--- src/rtl/stu_pkg.sv ---
// ----------------------------------------------------------------------------
// stu_pkg
// Shared types, token kinds, error codes and the keyword table of the
// script tokenizer.
// ----------------------------------------------------------------------------
`default_nettype none

package stu_pkg;

  localparam int TokenBuf     = 128;
  localparam int KwChars      = 12;
  localparam int NumKw        = 23;
  localparam int MaxRes       = 3;
  localparam int LineW        = 20;
  localparam int QueueDepth   = 4;
  localparam int QueuePtrW    = $clog2(QueueDepth);

  localparam logic [LineW-1:0] LineMax = {LineW{1'b1}};

  // token kinds
  localparam logic [5:0] KindEof     = 6'd0;
  localparam logic [5:0] KindNewline = 6'd1;
  localparam logic [5:0] KindBang    = 6'd2;
  localparam logic [5:0] KindLParen  = 6'd3;
  localparam logic [5:0] KindRParen  = 6'd4;
  localparam logic [5:0] KindLBrace  = 6'd5;
  localparam logic [5:0] KindRBrace  = 6'd6;
  localparam logic [5:0] KindStrEnd  = 6'd7;
  localparam logic [5:0] KindKw0     = 6'd8;
  localparam logic [5:0] KindChar    = 6'd31;
  localparam logic [5:0] KindErr     = 6'd32;

  // error codes
  localparam logic [7:0] ErrUnknownWord = 8'd0;
  localparam logic [7:0] ErrWordLong    = 8'd1;
  localparam logic [7:0] ErrBadEscape   = 8'd2;
  localparam logic [7:0] ErrEscAtEol    = 8'd3;
  localparam logic [7:0] ErrStrLong     = 8'd4;
  localparam logic [7:0] ErrNoQuote     = 8'd5;

  // characters
  localparam logic [7:0] ChNul       = 8'h00;
  localparam logic [7:0] ChTab       = 8'h09;
  localparam logic [7:0] ChLf        = 8'h0a;
  localparam logic [7:0] ChCr        = 8'h0d;
  localparam logic [7:0] ChSpace     = 8'h20;
  localparam logic [7:0] ChBang      = 8'h21;
  localparam logic [7:0] ChQuote     = 8'h22;
  localparam logic [7:0] ChHash      = 8'h23;
  localparam logic [7:0] ChLParen    = 8'h28;
  localparam logic [7:0] ChRParen    = 8'h29;
  localparam logic [7:0] ChComma     = 8'h2c;
  localparam logic [7:0] ChSemi      = 8'h3b;
  localparam logic [7:0] ChBackslash = 8'h5c;
  localparam logic [7:0] ChLBrace    = 8'h7b;
  localparam logic [7:0] ChRBrace    = 8'h7d;

  // keywords, right-justified and zero-padded, same layout as the word shifter
  localparam logic [KwChars*8-1:0] KwText [NumKw] = '{
    (KwChars*8)'("cell"),     (KwChars*8)'("checkbox"), (KwChars*8)'("else"),
    (KwChars*8)'("find"),     (KwChars*8)'("form"),     (KwChars*8)'("if"),
    (KwChars*8)'("inner"),    (KwChars*8)'("input"),    (KwChars*8)'("load"),
    (KwChars*8)'("next"),     (KwChars*8)'("outer"),    (KwChars*8)'("page"),
    (KwChars*8)'("password"), (KwChars*8)'("prev"),     (KwChars*8)'("print"),
    (KwChars*8)'("radiobutton"), (KwChars*8)'("row"),   (KwChars*8)'("select"),
    (KwChars*8)'("string"),   (KwChars*8)'("submit"),   (KwChars*8)'("table"),
    (KwChars*8)'("textbox"),  (KwChars*8)'("textarea")
  };

  typedef struct packed {
    logic [7:0] ch;
    logic       end_of_input;
  } stu_in_t;

  typedef struct packed {
    logic [5:0]       kind;
    logic [7:0]       value;
    logic [LineW-1:0] line_number;
    logic             last;
  } stu_out_t;

  typedef struct packed {
    logic [5:0] kind;
    logic [7:0] value;
  } stu_res_t;

  // all results caused by one input item
  typedef struct packed {
    logic [1:0]              cnt;
    logic [LineW-1:0]        line;
    stu_res_t [MaxRes-1:0]   res;
  } stu_entry_t;

  // escape decode: {hit, decoded char}
  function automatic logic [8:0] esc_map(input logic [7:0] c);
    logic [8:0] r;
    unique case (c)
      8'h61:   r = {1'b1, 8'd7};
      8'h62:   r = {1'b1, 8'd8};
      8'h6e:   r = {1'b1, 8'd10};
      8'h72:   r = {1'b1, 8'd13};
      8'h74:   r = {1'b1, 8'd9};
      8'h76:   r = {1'b1, 8'd11};
      ChQuote: r = {1'b1, 8'd34};
      default: r = 9'd0;
    endcase
    return r;
  endfunction

endpackage

`default_nettype wire

--- src/rtl/stu_front.sv ---
// ----------------------------------------------------------------------------
// stu_front
// Lexer state machine: takes one character per cycle unless the queue is full,
// classifies it and pushes the group of tokens it causes into the queue.
// ----------------------------------------------------------------------------
`default_nettype none

module stu_front
  import stu_pkg::*;
(
  input  wire logic       clk_i,
  input  wire logic       rst_ni,
  input  wire logic       in_valid_i,
  output logic            in_ready_o,
  input  wire stu_in_t    in_data_i,
  input  wire logic       q_full_i,
  output logic            q_push_o,
  output stu_entry_t      q_data_o
);

  typedef enum logic [2:0] {
    ModeIdle, ModeWord, ModeStr, ModeStrEsc, ModeComment, ModeSkip, ModeSkipEsc
  } mode_e;

  mode_e                 mode_q, mode_d;
  logic [KwChars*8-1:0]  wvec_q, wvec_d;
  logic [7:0]            wlen_q, wlen_d;
  logic [7:0]            slen_q, slen_d;
  logic [LineW-1:0]      line_q, line_d;

  logic [7:0]       c;
  logic             accept;
  logic [LineW-1:0] cur_line;

  // idle-state character decode
  logic       ic_has, ic_line_inc, ic_word, ic_str;
  logic [5:0] ic_kind;
  mode_e      ic_mode;

  logic       kw_hit;
  logic [4:0] kw_idx;
  stu_res_t   word_res;
  logic       word_end, eol;
  logic [8:0] esc;

  stu_res_t   pre0, pre1;
  logic [1:0] pre_n;
  logic       do_idle, put_en;
  logic [7:0] put_val;
  stu_entry_t ent;

  assign c          = in_data_i.ch;
  assign in_ready_o = !q_full_i;
  assign accept     = in_valid_i && in_ready_o;
  assign cur_line   = (line_q == LineMax) ? LineMax : line_q + 1'b1;
  assign eol        = (c == ChLf) || (c == ChNul);
  assign esc        = esc_map(c);

  assign word_end = (c == ChSpace) || (c == ChTab) || (c == ChCr) || (c == ChLf) ||
                    (c == ChLParen) || (c == ChLBrace) || (c == ChRBrace) ||
                    (c == ChRParen) || (c == ChComma) || (c == ChSemi) ||
                    (c == ChBang) || (c == ChNul);

  always_comb begin
    ic_has      = 1'b1;
    ic_kind     = KindNewline;
    ic_mode     = ModeIdle;
    ic_line_inc = 1'b0;
    ic_word     = 1'b0;
    ic_str      = 1'b0;
    unique case (c)
      ChSpace, ChTab, ChCr: ic_has = 1'b0;
      ChLf:                 ic_line_inc = 1'b1;
      ChNul, ChHash:        ic_mode = ModeComment;
      ChSemi:               ic_kind = KindNewline;
      ChBang:               ic_kind = KindBang;
      ChLParen:             ic_kind = KindLParen;
      ChRParen:             ic_kind = KindRParen;
      ChLBrace:             ic_kind = KindLBrace;
      ChRBrace:             ic_kind = KindRBrace;
      ChComma:              ic_kind = KindErr;
      ChQuote: begin
        ic_has  = 1'b0;
        ic_mode = ModeStr;
        ic_str  = 1'b1;
      end
      default: begin
        ic_has  = 1'b0;
        ic_mode = ModeWord;
        ic_word = 1'b1;
      end
    endcase
  end

  always_comb begin
    kw_hit = 1'b0;
    kw_idx = '0;
    for (int i = 0; i < NumKw; i++) begin
      if (wvec_q == KwText[i]) begin
        kw_hit = 1'b1;
        kw_idx = 5'(i);
      end
    end
  end

  always_comb begin
    word_res.value = ErrUnknownWord;
    word_res.kind  = KindErr;
    if (wlen_q >= 8'(TokenBuf)) begin
      word_res.value = ErrWordLong;
    end else if (wlen_q <= 8'(KwChars) && kw_hit) begin
      word_res.kind = KindKw0 + {1'b0, kw_idx};
    end
  end

  always_comb begin
    mode_d  = mode_q;
    wvec_d  = wvec_q;
    wlen_d  = wlen_q;
    slen_d  = slen_q;
    line_d  = line_q;
    pre0    = '0;
    pre1    = '0;
    pre_n   = 2'd0;
    do_idle = 1'b0;
    put_en  = 1'b0;
    put_val = c;

    if (in_data_i.end_of_input) begin
      pre0.kind = KindEof;
      pre_n     = 2'd1;
      mode_d    = ModeIdle;
      wlen_d    = '0;
      slen_d    = '0;
    end else begin
      unique case (mode_q)
        ModeWord: begin
          if (word_end) begin
            pre0    = word_res;
            pre_n   = 2'd1;
            do_idle = 1'b1;
          end else begin
            if (wlen_q < 8'(KwChars)) wvec_d = {wvec_q[KwChars*8-9:0], c};
            if (wlen_q < 8'(TokenBuf)) wlen_d = wlen_q + 8'd1;
          end
        end
        ModeStr: begin
          if (c == ChQuote) begin
            pre0.kind = KindStrEnd;
            pre_n     = 2'd1;
            mode_d    = ModeIdle;
          end else if (eol) begin
            pre0.kind  = KindErr;
            pre0.value = ErrNoQuote;
            pre1.kind  = KindStrEnd;
            pre_n      = 2'd2;
            do_idle    = 1'b1;
          end else if (c == ChBackslash) begin
            mode_d = ModeStrEsc;
          end else begin
            put_en = 1'b1;
          end
        end
        ModeStrEsc: begin
          if (eol) begin
            pre0.kind  = KindErr;
            pre0.value = ErrEscAtEol;
            pre1.kind  = KindStrEnd;
            pre_n      = 2'd2;
            do_idle    = 1'b1;
          end else begin
            mode_d = ModeStr;
            if (esc[8]) begin
              put_en  = 1'b1;
              put_val = esc[7:0];
            end else begin
              pre0.kind  = KindErr;
              pre0.value = ErrBadEscape;
              pre_n      = 2'd1;
            end
          end
        end
        ModeSkip: begin
          if (c == ChQuote) begin
            pre0.kind = KindStrEnd;
            pre_n     = 2'd1;
            mode_d    = ModeIdle;
          end else if (eol) begin
            pre0.kind = KindStrEnd;
            pre_n     = 2'd1;
            do_idle   = 1'b1;
          end else if (c == ChBackslash) begin
            mode_d = ModeSkipEsc;
          end
        end
        ModeSkipEsc: begin
          if (eol) begin
            pre0.kind = KindStrEnd;
            pre_n     = 2'd1;
            do_idle   = 1'b1;
          end else begin
            mode_d = ModeSkip;
          end
        end
        ModeComment: begin
          if (c == ChLf) begin
            mode_d = ModeIdle;
            if (line_q != LineMax) line_d = line_q + 1'b1;
          end
        end
        default: do_idle = 1'b1;
      endcase

      if (put_en) begin
        pre_n = 2'd1;
        if (slen_q >= 8'(TokenBuf - 1)) begin
          pre0.kind  = KindErr;
          pre0.value = ErrStrLong;
          mode_d     = ModeSkip;
        end else begin
          pre0.kind  = KindChar;
          pre0.value = put_val;
          slen_d     = slen_q + 8'd1;
        end
      end

      if (do_idle) begin
        mode_d = ic_mode;
        if (ic_line_inc && line_q != LineMax) line_d = line_q + 1'b1;
        if (ic_word) begin
          wvec_d = {{(KwChars*8-8){1'b0}}, c};
          wlen_d = 8'd1;
        end
        if (ic_str) slen_d = '0;
      end
    end
  end

  always_comb begin
    ent        = '0;
    ent.line   = in_data_i.end_of_input ? line_q : cur_line;
    ent.res[0] = pre0;
    ent.res[1] = pre1;
    ent.cnt    = pre_n;
    if (do_idle && ic_has) begin
      ent.res[pre_n].kind  = ic_kind;
      ent.res[pre_n].value = '0;
      ent.cnt              = pre_n + 2'd1;
    end
  end

  assign q_push_o = accept && (ent.cnt != 2'd0);
  assign q_data_o = ent;

  always_ff @(posedge clk_i or negedge rst_ni) begin
    if (!rst_ni) begin
      mode_q <= ModeIdle;
      wlen_q <= '0;
      slen_q <= '0;
      line_q <= '0;
    end else if (accept) begin
      mode_q <= mode_d;
      wlen_q <= wlen_d;
      slen_q <= slen_d;
      line_q <= line_d;
    end
  end

  always_ff @(posedge clk_i) begin
    if (accept) begin
      wvec_q <= wvec_d;
    end
  end

endmodule

`default_nettype wire

--- src/rtl/stu_queue.sv ---
// ----------------------------------------------------------------------------
// stu_queue
// Short FIFO of token groups between the lexer and the output serializer.
// ----------------------------------------------------------------------------
`default_nettype none

module stu_queue
  import stu_pkg::*;
(
  input  wire logic        clk_i,
  input  wire logic        rst_ni,
  input  wire logic        push_i,
  input  wire stu_entry_t  push_data_i,
  output logic             full_o,
  input  wire logic        pop_i,
  output logic             empty_o,
  output stu_entry_t       head_o
);

  stu_entry_t              mem_q [QueueDepth];
  logic [QueuePtrW-1:0]    wr_ptr_q, rd_ptr_q;
  logic [QueuePtrW:0]      count_q;

  assign full_o  = (count_q == (QueuePtrW+1)'(QueueDepth));
  assign empty_o = (count_q == '0);
  assign head_o  = mem_q[rd_ptr_q];

  always_ff @(posedge clk_i) begin
    if (push_i && !full_o) begin
      mem_q[wr_ptr_q] <= push_data_i;
    end
  end

  always_ff @(posedge clk_i or negedge rst_ni) begin
    if (!rst_ni) begin
      wr_ptr_q <= '0;
      rd_ptr_q <= '0;
      count_q  <= '0;
    end else begin
      if (push_i && !full_o) wr_ptr_q <= wr_ptr_q + 1'b1;
      if (pop_i && !empty_o) rd_ptr_q <= rd_ptr_q + 1'b1;
      unique case ({push_i && !full_o, pop_i && !empty_o})
        2'b10:   count_q <= count_q + 1'b1;
        2'b01:   count_q <= count_q - 1'b1;
        default: count_q <= count_q;
      endcase
    end
  end

endmodule

`default_nettype wire

--- src/rtl/stu_back.sv ---
// ----------------------------------------------------------------------------
// stu_back
// Output serializer: while not stalled, walks the queue head's tokens one per
// cycle into the output register and marks the last token of each group.
// ----------------------------------------------------------------------------
`default_nettype none

module stu_back
  import stu_pkg::*;
(
  input  wire logic        clk_i,
  input  wire logic        rst_ni,
  input  wire logic        q_empty_i,
  input  wire stu_entry_t  q_head_i,
  output logic             q_pop_o,
  output logic             out_valid_o,
  input  wire logic        out_ready_i,
  output stu_out_t         out_data_o
);

  logic       out_valid_q;
  stu_out_t   out_q;
  logic [1:0] idx_q;
  logic       load, is_last;

  assign load    = (!out_valid_q || out_ready_i) && !q_empty_i;
  assign is_last = (idx_q == q_head_i.cnt - 2'd1);
  assign q_pop_o = load && is_last;

  assign out_valid_o = out_valid_q;
  assign out_data_o  = out_q;

  always_ff @(posedge clk_i or negedge rst_ni) begin
    if (!rst_ni) begin
      out_valid_q <= 1'b0;
      idx_q       <= '0;
    end else begin
      if (load) begin
        out_valid_q <= 1'b1;
        idx_q       <= is_last ? 2'd0 : idx_q + 2'd1;
      end else if (out_ready_i) begin
        out_valid_q <= 1'b0;
      end
    end
  end

  always_ff @(posedge clk_i) begin
    if (load) begin
      out_q.kind        <= q_head_i.res[idx_q].kind;
      out_q.value       <= q_head_i.res[idx_q].value;
      out_q.line_number <= q_head_i.line;
      out_q.last        <= is_last;
    end
  end

endmodule

`default_nettype wire

--- src/rtl/script_tokenizer_unit.sv ---
// ----------------------------------------------------------------------------
// script_tokenizer_unit
// Streaming script lexer: one char in, one token out per cycle unless stalled.
// ----------------------------------------------------------------------------
// Path: tokens pass the queue memory and then the output register.
// Throughput: one character per cycle while each gives at most one token and
//   out_ready_i is high; the output register drains one token per cycle while
//   out_ready_i is high; a 4-group queue decouples, and stalls input when full.
// Reset: lexer between tokens, line count zero, queue and output empty.
// ----------------------------------------------------------------------------
`default_nettype none

module script_tokenizer_unit
  import stu_pkg::*;
(
  input  wire logic     clk_i,
  input  wire logic     rst_ni,
  input  wire logic     in_valid_i,
  output logic          in_ready_o,
  input  wire stu_in_t  in_data_i,
  output logic          out_valid_o,
  input  wire logic     out_ready_i,
  output stu_out_t      out_data_o
);

  logic       q_push, q_full, q_pop, q_empty;
  stu_entry_t q_wdata, q_head;

  stu_front u_front (
    .clk_i      (clk_i),
    .rst_ni     (rst_ni),
    .in_valid_i (in_valid_i),
    .in_ready_o (in_ready_o),
    .in_data_i  (in_data_i),
    .q_full_i   (q_full),
    .q_push_o   (q_push),
    .q_data_o   (q_wdata)
  );

  stu_queue u_queue (
    .clk_i       (clk_i),
    .rst_ni      (rst_ni),
    .push_i      (q_push),
    .push_data_i (q_wdata),
    .full_o      (q_full),
    .pop_i       (q_pop),
    .empty_o     (q_empty),
    .head_o      (q_head)
  );

  stu_back u_back (
    .clk_i       (clk_i),
    .rst_ni      (rst_ni),
    .q_empty_i   (q_empty),
    .q_head_i    (q_head),
    .q_pop_o     (q_pop),
    .out_valid_o (out_valid_o),
    .out_ready_i (out_ready_i),
    .out_data_o  (out_data_o)
  );

endmodule

`default_nettype wire
--- config.mk ---
export PLATFORM = sky130hd
export DESIGN_NAME = script_tokenizer_unit
export DESIGN_NICKNAME = d
export VERILOG_FILES = /design/src/rtl/stu_pkg.sv /design/src/rtl/stu_front.sv /design/src/rtl/stu_queue.sv /design/src/rtl/stu_back.sv /design/src/rtl/script_tokenizer_unit.sv
export SDC_FILE = /design/constraint.sdc
export NUM_CORES = 1
export LEC_CHECK = 0
export BUFFER_PORTS_ARGS = -buffer_cell sky130_fd_sc_hd__buf_2
export CAP_MARGIN = 5
export CORE_MARGIN = 10
export CORE_UTILIZATION = 29
export CTS_BUF_LIST = sky130_fd_sc_hd__clkbuf_4 sky130_fd_sc_hd__clkbuf_8
export CTS_CLUSTER_SIZE = 40
export DETAILED_ROUTE_END_ITERATION = 10
export GPL_TIMING_DRIVEN = 0
export REMOVE_ABC_BUFFERS = 1
export SLEW_MARGIN = 20
export SYNTH_ARGS = -nofsm -noshare
export SYNTH_HDL_FRONTEND = slang
export SYNTH_SLANG_ARGS = --single-unit
--- constraint.sdc ---
create_clock -name clk_i -period 4.9 [get_ports clk_i]
set_input_delay 0.49 -clock clk_i [delete_from_list [all_inputs] [get_ports clk_i]]
set_output_delay 0.49 -clock clk_i [all_outputs]
set_load 0.01 [all_outputs]
-- Word-level counts from Yosys, hierarchy flattened
Memory sizes are Yosys's and may differ from the RTL's.
Index checks and enable logic that the tools add are counted.
- flip-flop bits (word level): 180
- bits in latches: 0
- bits in writable memories: 256
- memory bits (read-only): 0
- bits of input ports: 13
- output and inout port bits: 37
- word-level logic and storage cells: 278
- memories kept: 1
- add/sub/neg operators: 11
- multipliers: 0
- div/mod/pow operators: 0
- $lt $le $gt $ge: 8
- eq/ne operators: 55
- shift operators: 0
- multiplexer cells: 150
- bitwise operators: 1
- reductions and logical operators: 38
- memories (memory ; words ; width ; rd ports ; clocked after memory_dff ; write ports ; RTL line ; source):
    u_queue.mem_q ; 4 ; 64 ; 1 ; 0 ; 1 ; stu_queue.sv:20 ; stu_entry_t mem_q [QueueDepth];
- operators with widths (kind ; number):
    $eq 96x31->1 const B ; 8
    $eq 96x39->1 const B ; 5
    $mux 96 ; 5
    $eq 96x47->1 const B ; 3
    $eq 96x63->1 const B ; 3
    $mux 20 ; 7
    $mux 8 ; 17
    $mux 14 ; 8
    $eq 96x15->1 const B ; 1
    $eq 96x23->1 const B ; 1
    $eq 96x55->1 const B ; 1
    $eq 96x87->1 const B ; 1
    $bwmux 42 ; 2
    $eq 8x7->1 const B ; 9
    $eq 8x6->1 const B ; 8
    $pmux 9 s7 ; 1
    $mux 3 ; 19
    $demux 14 s2 ; 2
    $mux 1 ; 46
    $mux 42 ; 1
    $mux 6 ; 6
    $pmux 6 s6 ; 1
    $mux 5 ; 7
    $mux 4 ; 8
    other kinds (46) ; 93

-- Depth between registers and ports, before layout
Gate-level depths: netlist (run 1).
- depth in word-level cells: 34
- mapped depth: 17
- mapped depth without buffers: 14

-- Hierarchy
A second synthesis (run 1) with hierarchy kept.
- cell total of the unflattened synthesis: 1719
- area total of the unflattened synthesis: 21230.4 sq um
- modules (own cells, without submodules) (module ; instances ; cells an instance ; area each (sq um) ; seq. area each (sq um)):
    stu_front ; 1 ; 1246 ; 10025.9 ; 3858.7
    stu_queue ; 1 ; 371 ; 9655.5 ; 7862.5
    stu_back ; 1 ; 102 ; 1549.0 ; 1126.1

-- Least setup slack after synthesis (run 1)
OpenSTA, ideal clock, no wires.
- path type: in2reg
- start point: in in_data_i[3] (netlist bit)
- end point: mem u_queue.mem_q[0][0] (netlist bit), enable pin
- library setup time: 0.406 ns
- arrival: 3.746 ns
- data required time: 4.494 ns
- path slack: 0.748 ns
- stages: 9
- buffers on the path: 1
- path through: buf_2 -> nand4_2 -> or4_1 -> and3_1 -> or4_4 -> nor4_4 -> ha_1 -> o311a_4 -> and2_1
- longest elaborated chain between the ends: 23
- elaborated cells on any way between the ends: 67
- those cells by class: add/sub: 1; eq/ne: 20; mux: 28; reduce/logical: 18
- RTL lines (item ; RTL line ; source):
    start: declaration ; script_tokenizer_unit.sv:20 ; input wire stu_in_t in_data_i,
    $eq 8x6->1 / $eq 8x4->1 (equally long branches) ; stu_front.sv:59 ; assign word_end = (c == ChSpace) || (c == ChTab) || (c == ChCr) || (c == ChLf) ||
    $logic_or 1x1->1 (4 in a row) ; stu_front.sv:59 ;
    $logic_or 1x1->1 (3 in a row) ; stu_front.sv:60 ; (c == ChLParen) || (c == ChLBrace) || (c == ChRBrace) ||
    $logic_or 1x1->1 (3 in a row) ; stu_front.sv:61 ; (c == ChRParen) || (c == ChComma) || (c == ChSemi) ||
    $logic_or 1x1->1 ; stu_front.sv:62 ; (c == ChBang) || (c == ChNul);
    $mux 1 ; stu_front.sv:138 ; if (word_end) begin
    $pmux 2 s5 / $pmux 1 s4 (equally long branches) ; stu_front.sv:136 ; unique case (mode_q)
    $mux 2 / $mux 1 (equally long branches) ; stu_front.sv:214, stu_front.sv:129 ;
    $mux 2 / $mux 1 (equally long branches) ; stu_front.sv:129 ; if (in_data_i.end_of_input) begin
    $add 2x1->2 / $logic_and 1x1->1 (equally long branches) ; stu_front.sv:248, stu_front.sv:245 ;
    $mux 2 (*) ; stu_front.sv:245 ; if (do_idle && ic_has) begin
    $reduce_bool 2->1 (*) ; stu_front.sv:252 ; assign q_push_o = accept && (ent.cnt != 2'd0);
    $logic_and 1x1->1 (*) ; stu_front.sv:252 ;
    $logic_and 1x1->1 (*) ; stu_queue.sv:29 ; if (push_i && !full_o) begin
    $mux 1 (*) ; stu_queue.sv:29 ;
    $mux 1 (implied by the code) (*) ; stu_queue.sv:30 ; mem_q[wr_ptr_q] <= push_data_i;
    end: declaration ; stu_queue.sv:20 ;
Mark *: on every way between the ends. The rest lies on a longest branch, timed or not. The select of a mux whose other input is x is not followed.

==> metrics.cfg, run 1 <==
[critical_path]
arrival_ns = 4.76
start_kind = register
cp-end-kind = register
r2r_cells = 8
crit_chain = nor4_2 > nand3_1 > or3_1 > nor4_1 > a32oi_1 > and4_1 > a311oi_1 > o21ai_1
crit_type = register to register
crit_required_ns = 5.26
cp_max_fo = 10
max_stage_delay_ns = 0.93
critical-path-slowest-cell = nor4_2
rrSetupSlack_ns = 0.50

[logic_synthesis]
syn_avg_cell_area_um2 = 11.4
synth-edff-count = 307
synthCells = 1594
syn_area_um2 = 18100
synth_top_flop_cell = edfxtp_1
ys_seq_elements = 356
synth_cell_types = 85
ys_seq_area_frac = 0.576
ys_warn_count = 0
async_reset_ff_frac = 0.138

[clock_network]
cts_tree = built
h-tree-depth = 2
cts_max_path_buffers = 3
clock_latency_ns = 0.69
cts.sinks = 356
clockRootBuffer = clkbuf_8
post_cts_resized = 0
cts_setup_buffers = 0
hold_buffers = 2
cts-buffers-inserted = 61
cts.clk_slew.worst_paths_ns = 0.06

[floorplan]
fp-row-count = 91
ioPinCount = 50
die_h_um = 270
core_area_um2 = 61800
initial_core_util = 0.294
dieWidth_um = 270
die_area_um2 = 73000

[global_routing]
grt_max_degree = 74
grt_first_pass_wirelength_um = 76500
first_global_vias = 13100
track_usage = 0.129
gr-total-overflow = 0
grt_antenna_before_repair = 1

[routing]
dr_total_vias = 13200
route.detailed.drc = 0
wire_per_inst_um = 19.1
drt_pass1_iterations = 5
ant_nets = 0
drt-initial-drc-count = 1245
routed_wl_um = 48200
viasPerCell = 5.23

[sta]
fmax_mhz = 227
hold_viol_final = 0
min_period_ns = 4.40
fin_worst_skew_ns = 0.0416
drv_slew = 0
setup_viol = 0
post-route-period-util = 0.898
rsz0062_at_grt = no
worstMarginPinSlew_ns = 1.12
slew_headroom = 0.245

[placed_design]
dp_hpwl_um = 33000
routabilityCongestion = 0.914
dp_cells = 2399
portBuffers = 49

[cells_and_area]
drive_above_1_share = 0.171
synthToLayoutAreaGrowth_pct = 15.0
final_cells = 2516
layout.nets = 1655
final_common_cell = edfxtp_1
final_cell_mix = 307 x edfxtp_1, 283 x nand2_1, 129 x a21oi_1
final_util = 0.338

[run]
drv_cap = 0

[run_status]
status = completed

[power_and_ir_drop]
p_per_area_nw_per_um2 = 500
peakVddDrop_mv = 0.262
leakage_nw = 7.16

[min_path]
hold_path.class = primary input to asynchronous set/reset pin

## final timing paths
kind                                          startpoint                        endpoint
setup / recovery            u_front.wvec_q[77]$_DFFE_PP_  u_queue.mem_q[2][13]$_DFFE_PP_
hold / removal                                    rst_ni     u_back.idx_q[1]$_DFFE_PN0P_
setup reg to reg            u_front.wvec_q[77]$_DFFE_PP_  u_queue.mem_q[2][13]$_DFFE_PP_
hold reg to reg            u_front.slen_q[5]$_DFFE_PN0P_   u_front.slen_q[5]$_DFFE_PN0P_
max in group asynchronous                         rst_ni  u_front.line_q[15]$_DFFE_PN0P_
min in group clk_i                          in_data_i[6]     u_front.wvec_q[5]$_DFFE_PP_
## power breakdown
part | total [W] | internal [W] | switching (W)
logic | 0.00283 | 0.00121 | 0.00162
registers | 0.00460 | 0.00405 | 0.000551
clock network | 0.00299 | 0.00173 | 0.00127
## cell type report
type | instances | area, um^2
fill | 6123 | 41000
antenna | 1 | 2.50
multi-input combinational | 1110 | 7300
timing repair buffer | 67 | 573
tap | 837 | 1050
clock inverter | 16 | 218
inverter | 31 | 121
clock buffer | 98 | 1160
sequential | 356 | 10500
## stage by stage
step / hold WS, ns / area (um^2) / setup slack [ns] / setup TNS, ns / total power (W)
5_1_grt: 0.361 / 20900 / 0.311 / 0 / 0.0111
3_5_place_dp: 0.474 / 19500 / 0.209 / 0 / 0.00754
4_1_cts: 0.325 / 20900 / 0.512 / 0 / 0.0106
2_1_floorplan: 0.194 / 17800 / -2.81 / -219.00 / 0.00643
3_3_place_gp: 0.462 / 19100 / -6.97 / -729.91 / 0.00713
6_report: 0.365 / 20900 / 0.500 / 0 / 0.0104
## flip-flops by register name, indices dropped and copies added, names as in the netlist, 3 cells and up
name	flops
u_queue.count_q	3
u_front.wlen_q	8
u_front.wvec_q	96
u_back.out_data_o	35
u_front.slen_q	8
u_queue.mem_q	176
u_front.line_q	20
u_front.mode_q	3
## kinds of logic (layout without fill, tap and decap cells)
kind of cell | count (synthesis) | in the layout | synth area share
AO/OA/AOI/OAI | 268 | 268 | 0.0902
XOR/XNOR | 23 | 23 | 0.0111
other | 0 | 1 | 0
multiplexers | 65 | 65 | 0.0672
AND/OR/NAND/NOR | 739 | 739 | 0.217
flip-flops | 356 | 356 | 0.576
adder cells (fa/ha/maj) | 15 | 15 | 0.0108
buffers and inverters | 128 | 212 | 0.0279
## metal layers
layer	vias to the layer above	share of wire	global-route usage
met5	-	0	0
met4	0	0.021	0.0330
met3	75	0.051	0.0248
met2	347	0.48	0.212
met1	6586	0.45	0.171
li1	6144	-	-
## synthesized netlist by cell type (10+ instances only)
cell type | count | area share
edfxtp_1 | 307 | 0.51
nand2_1 | 283 | 0.059
a21oi_1 | 130 | 0.036
clkbuf_1 | 78 | 0.016
nor2_1 | 72 | 0.015
dfrtp_1 | 49 | 0.068
nand3_1 | 48 | 0.013
nand4_1 | 45 | 0.016
mux4_2 | 44 | 0.055
o21ai_0 | 44 | 0.012
nor3_1 | 42 | 0.012
nor4_1 | 41 | 0.014
inv_1 | 30 | 0.0062
nor2b_1 | 24 | 0.0083
and3_1 | 21 | 0.0072
a31oi_1 | 19 | 0.0065
and2_1 | 17 | 0.0059
or4_1 | 17 | 0.0070
ha_1 | 14 | 0.0097
nand4b_1 | 14 | 0.0068
and4_1 | 13 | 0.0063
xnor2_1 | 13 | 0.0063
nand2b_1 | 12 | 0.0041
or2_2 | 12 | 0.0041
buf_2 | 11 | 0.0030
mux2_2 | 11 | 0.0068
nor3b_1 | 11 | 0.0046
nor4bb_1 | 11 | 0.0061
xor2_1 | 10 | 0.0048
## critical path, delay by kind of cell, from the launching register on
family	cells	cell delay, ns
AOI/OAI and AO/OA	3	0.79
DFF	1	0.45
and+or+nand+nor	5	2.84
Note: power is estimated with default switching activity, not from simulation.
==> run 2, diff against run 1 <==
--- a/config.mk
+++ b/config.mk
@@ -7,7 +7,7 @@
 export LEC_CHECK = 0
 export BUFFER_PORTS_ARGS = -buffer_cell sky130_fd_sc_hd__buf_2
 export CAP_MARGIN = 5
-export CORE_MARGIN = 10
+export CORE_MARGIN = 4
 export CORE_UTILIZATION = 29
 export CTS_BUF_LIST = sky130_fd_sc_hd__clkbuf_4 sky130_fd_sc_hd__clkbuf_8
 export CTS_CLUSTER_SIZE = 40
==> constraint.sdc (replaced) <==
create_clock -name clk_i -period 4 [get_ports clk_i]
set_input_delay 0.4 -clock clk_i [delete_from_list [all_inputs] [get_ports clk_i]]
set_output_delay 0.4 -clock clk_i [all_outputs]
set_load 0.01 [all_outputs]
==> metrics.cfg, run 2 (synthesis gave the netlist of run 1 again) <==
[min_path]
hold_path.class = primary input to register
hp-start = in_data_i[6]

[sta]
worstMarginPinSlew_ns = 0.996
fin_ws_ns = 0.146
fin_tns_setup_ns = 0
drv_slew = 0
rsz0062_at_grt = yes
post-route-period-util = 0.964
min_period_ns = 3.85
whs_ns = 0.276
fin_worst_skew_ns = 0.0466
hold_viol_final = 0
setup_viol = 0
fmax_mhz = 259
slew_headroom = 0.327

[global_routing]
grt_first_pass_wirelength_um = 74400
grt_max_degree = 73
gr-total-overflow = 0
grt_antenna_before_repair = 2
track_usage = 0.138
first_global_vias = 13000

[critical_path]
worstSetupStartpoint = u_front.mode_q[1]$_DFFE_PN0P_
r2r_start = u_front.mode_q[1]$_DFFE_PN0P_
start_kind = register
arrival_ns = 4.42
cp_max_fo = 17
crit_type = register to register
crit_required_ns = 4.56
cp-end-kind = register

[cells_and_area]
top_register = u_queue.mem_q
layout.nets = 1660
design_area_um2 = 20900
final_cell_mix = 307 x edfxtp_1, 283 x nand2_1, 129 x a21oi_1
final_common_cell = edfxtp_1
final_cells = 2524
drive_above_1_share = 0.173
largest_register_ffs = 176
synthToLayoutAreaGrowth_pct = 15.2

[clock_network]
cts.sinks = 356
cts_tree = built
cts-buffers-inserted = 61
cts_max_path_buffers = 3
h-tree-depth = 2
clockRootBuffer = clkbuf_8
clock_latency_ns = 0.68
cts.clk_slew.worst_paths_ns = 0.06

[routing]
route.detailed.drc = 0
dr_total_vias = 13300
ant_nets = 0
viasPerCell = 5.26
drt-initial-drc-count = 1237
wire_per_inst_um = 18.7
drt_pass1_iterations = 5
routed_wl_um = 47300

[run]
drv_cap = 0

[floorplan]
initial_core_util = 0.294
dieWidth_um = 258
fp-row-count = 91
ioPinCount = 50
core_area_um2 = 61800
die_area_um2 = 66600
die_h_um = 258

[power_and_ir_drop]
peakVddDrop_mv = 0.340
leakage_nw = 7.17
p_per_area_nw_per_um2 = 604

[placed_design]
placed_cell_area_um2 = 19500
routabilityCongestion = 0.904
dp_cells = 2399
portBuffers = 49
post-place-ws_ns = -0.579
dp_hpwl_um = 32100

[run_status]
status = completed

==> run 2: cell types whose count changed in the layout (fill, tap and decap cells not counted), sizes merged <==
| cell | delta |
|---|---|
| bufinv | -2 |
| clkbuf | -5 |
| clkinv | +10 |
| buf | +5 |
| clkinvlp | -1 |
| diode | +1 |
==> run 2: layout make-up <==
class,instances,area [um^2]
Inverter,31,121
Clock buffer,93,1140
Timing Repair Buffer,72,626
Tap cell,837,1050
Antenna cell,2,5.00
Sequential cell,356,10500
Clock inverter,23,191
Multi-Input combinational cell,1110,7330
Fill cell,6103,40900
==> run 2: stage by stage <==
| stage | power [W] | utilization |
|---|---|---|
| after global routing | 0.0134 | 0.338 |
| final | 0.0126 | 0.338 |
| after detailed placement | 0.00924 | 0.315 |
| after CTS | 0.0128 | 0.337 |
| after global placement | 0.00857 | 0.308 |
| after floorplan | 0.00780 | - |
==> run 2: layer usage <==
layer	vias up	track usage	part of all wire
met3	92	0.0264	0.057
li1	6162	-	-
met5	-	0	0.00017
met2	366	0.226	0.47
met1	6647	0.188	0.45
met4	2	0.0410	0.027
==> run 2: critical path, cell delays in order, from the launching register on <==
cell and delay [ns]:
dfrtp_2 0.50, or3b_2 0.24, a21oi_1 0.07, and3_1 0.22, or4_4 0.52, nor4_4 0.28
ha_1 0.33, o311a_4 0.44, inv_1 0.07, ha_1 0.18, inv_1 0.07, fa_1 0.43
xor2_1 0.15, nor2_1 0.11, xor2_1 0.16
==> run 2: where the power goes <==
| part | leakage [nW] | switching (W) | internal [W] |
|---|---|---|---|
| Sequential | 3.58 | 0.000665 | 0.00497 |
| Combinational | 2.87 | 0.00200 | 0.00151 |
| Clock | 0.711 | 0.00152 | 0.00196 |
==> run 2: worst paths after layout <==
check | end | slack, ns | cells after the start
max | u_queue.count_q[2]$_DFFE_PN0P_ | 0.15 | 14
min | u_front.wvec_q[5]$_DFFE_PP_ | 0.28 | 2
max reg2reg | u_queue.count_q[2]$_DFFE_PN0P_ | 0.15 | 14
min reg2reg | u_front.slen_q[5]$_DFFE_PN0P_ | 0.47 | 1
max in group asynchronous | u_front.mode_q[2]$_DFFE_PN0P_ | 3.17 | 2
min in group asynchronous | u_back.idx_q[0]$_DFFE_PN0P_ | 0.31 | 2
==> run 2: what timing repair did <==
action	CTS	global route
resized for setup	3	6
setup endpoints to repair	5	10
hold buffers	2	0
pin swaps	1	2
buffers inserted	0	5
hold endpoints to repair	50	0
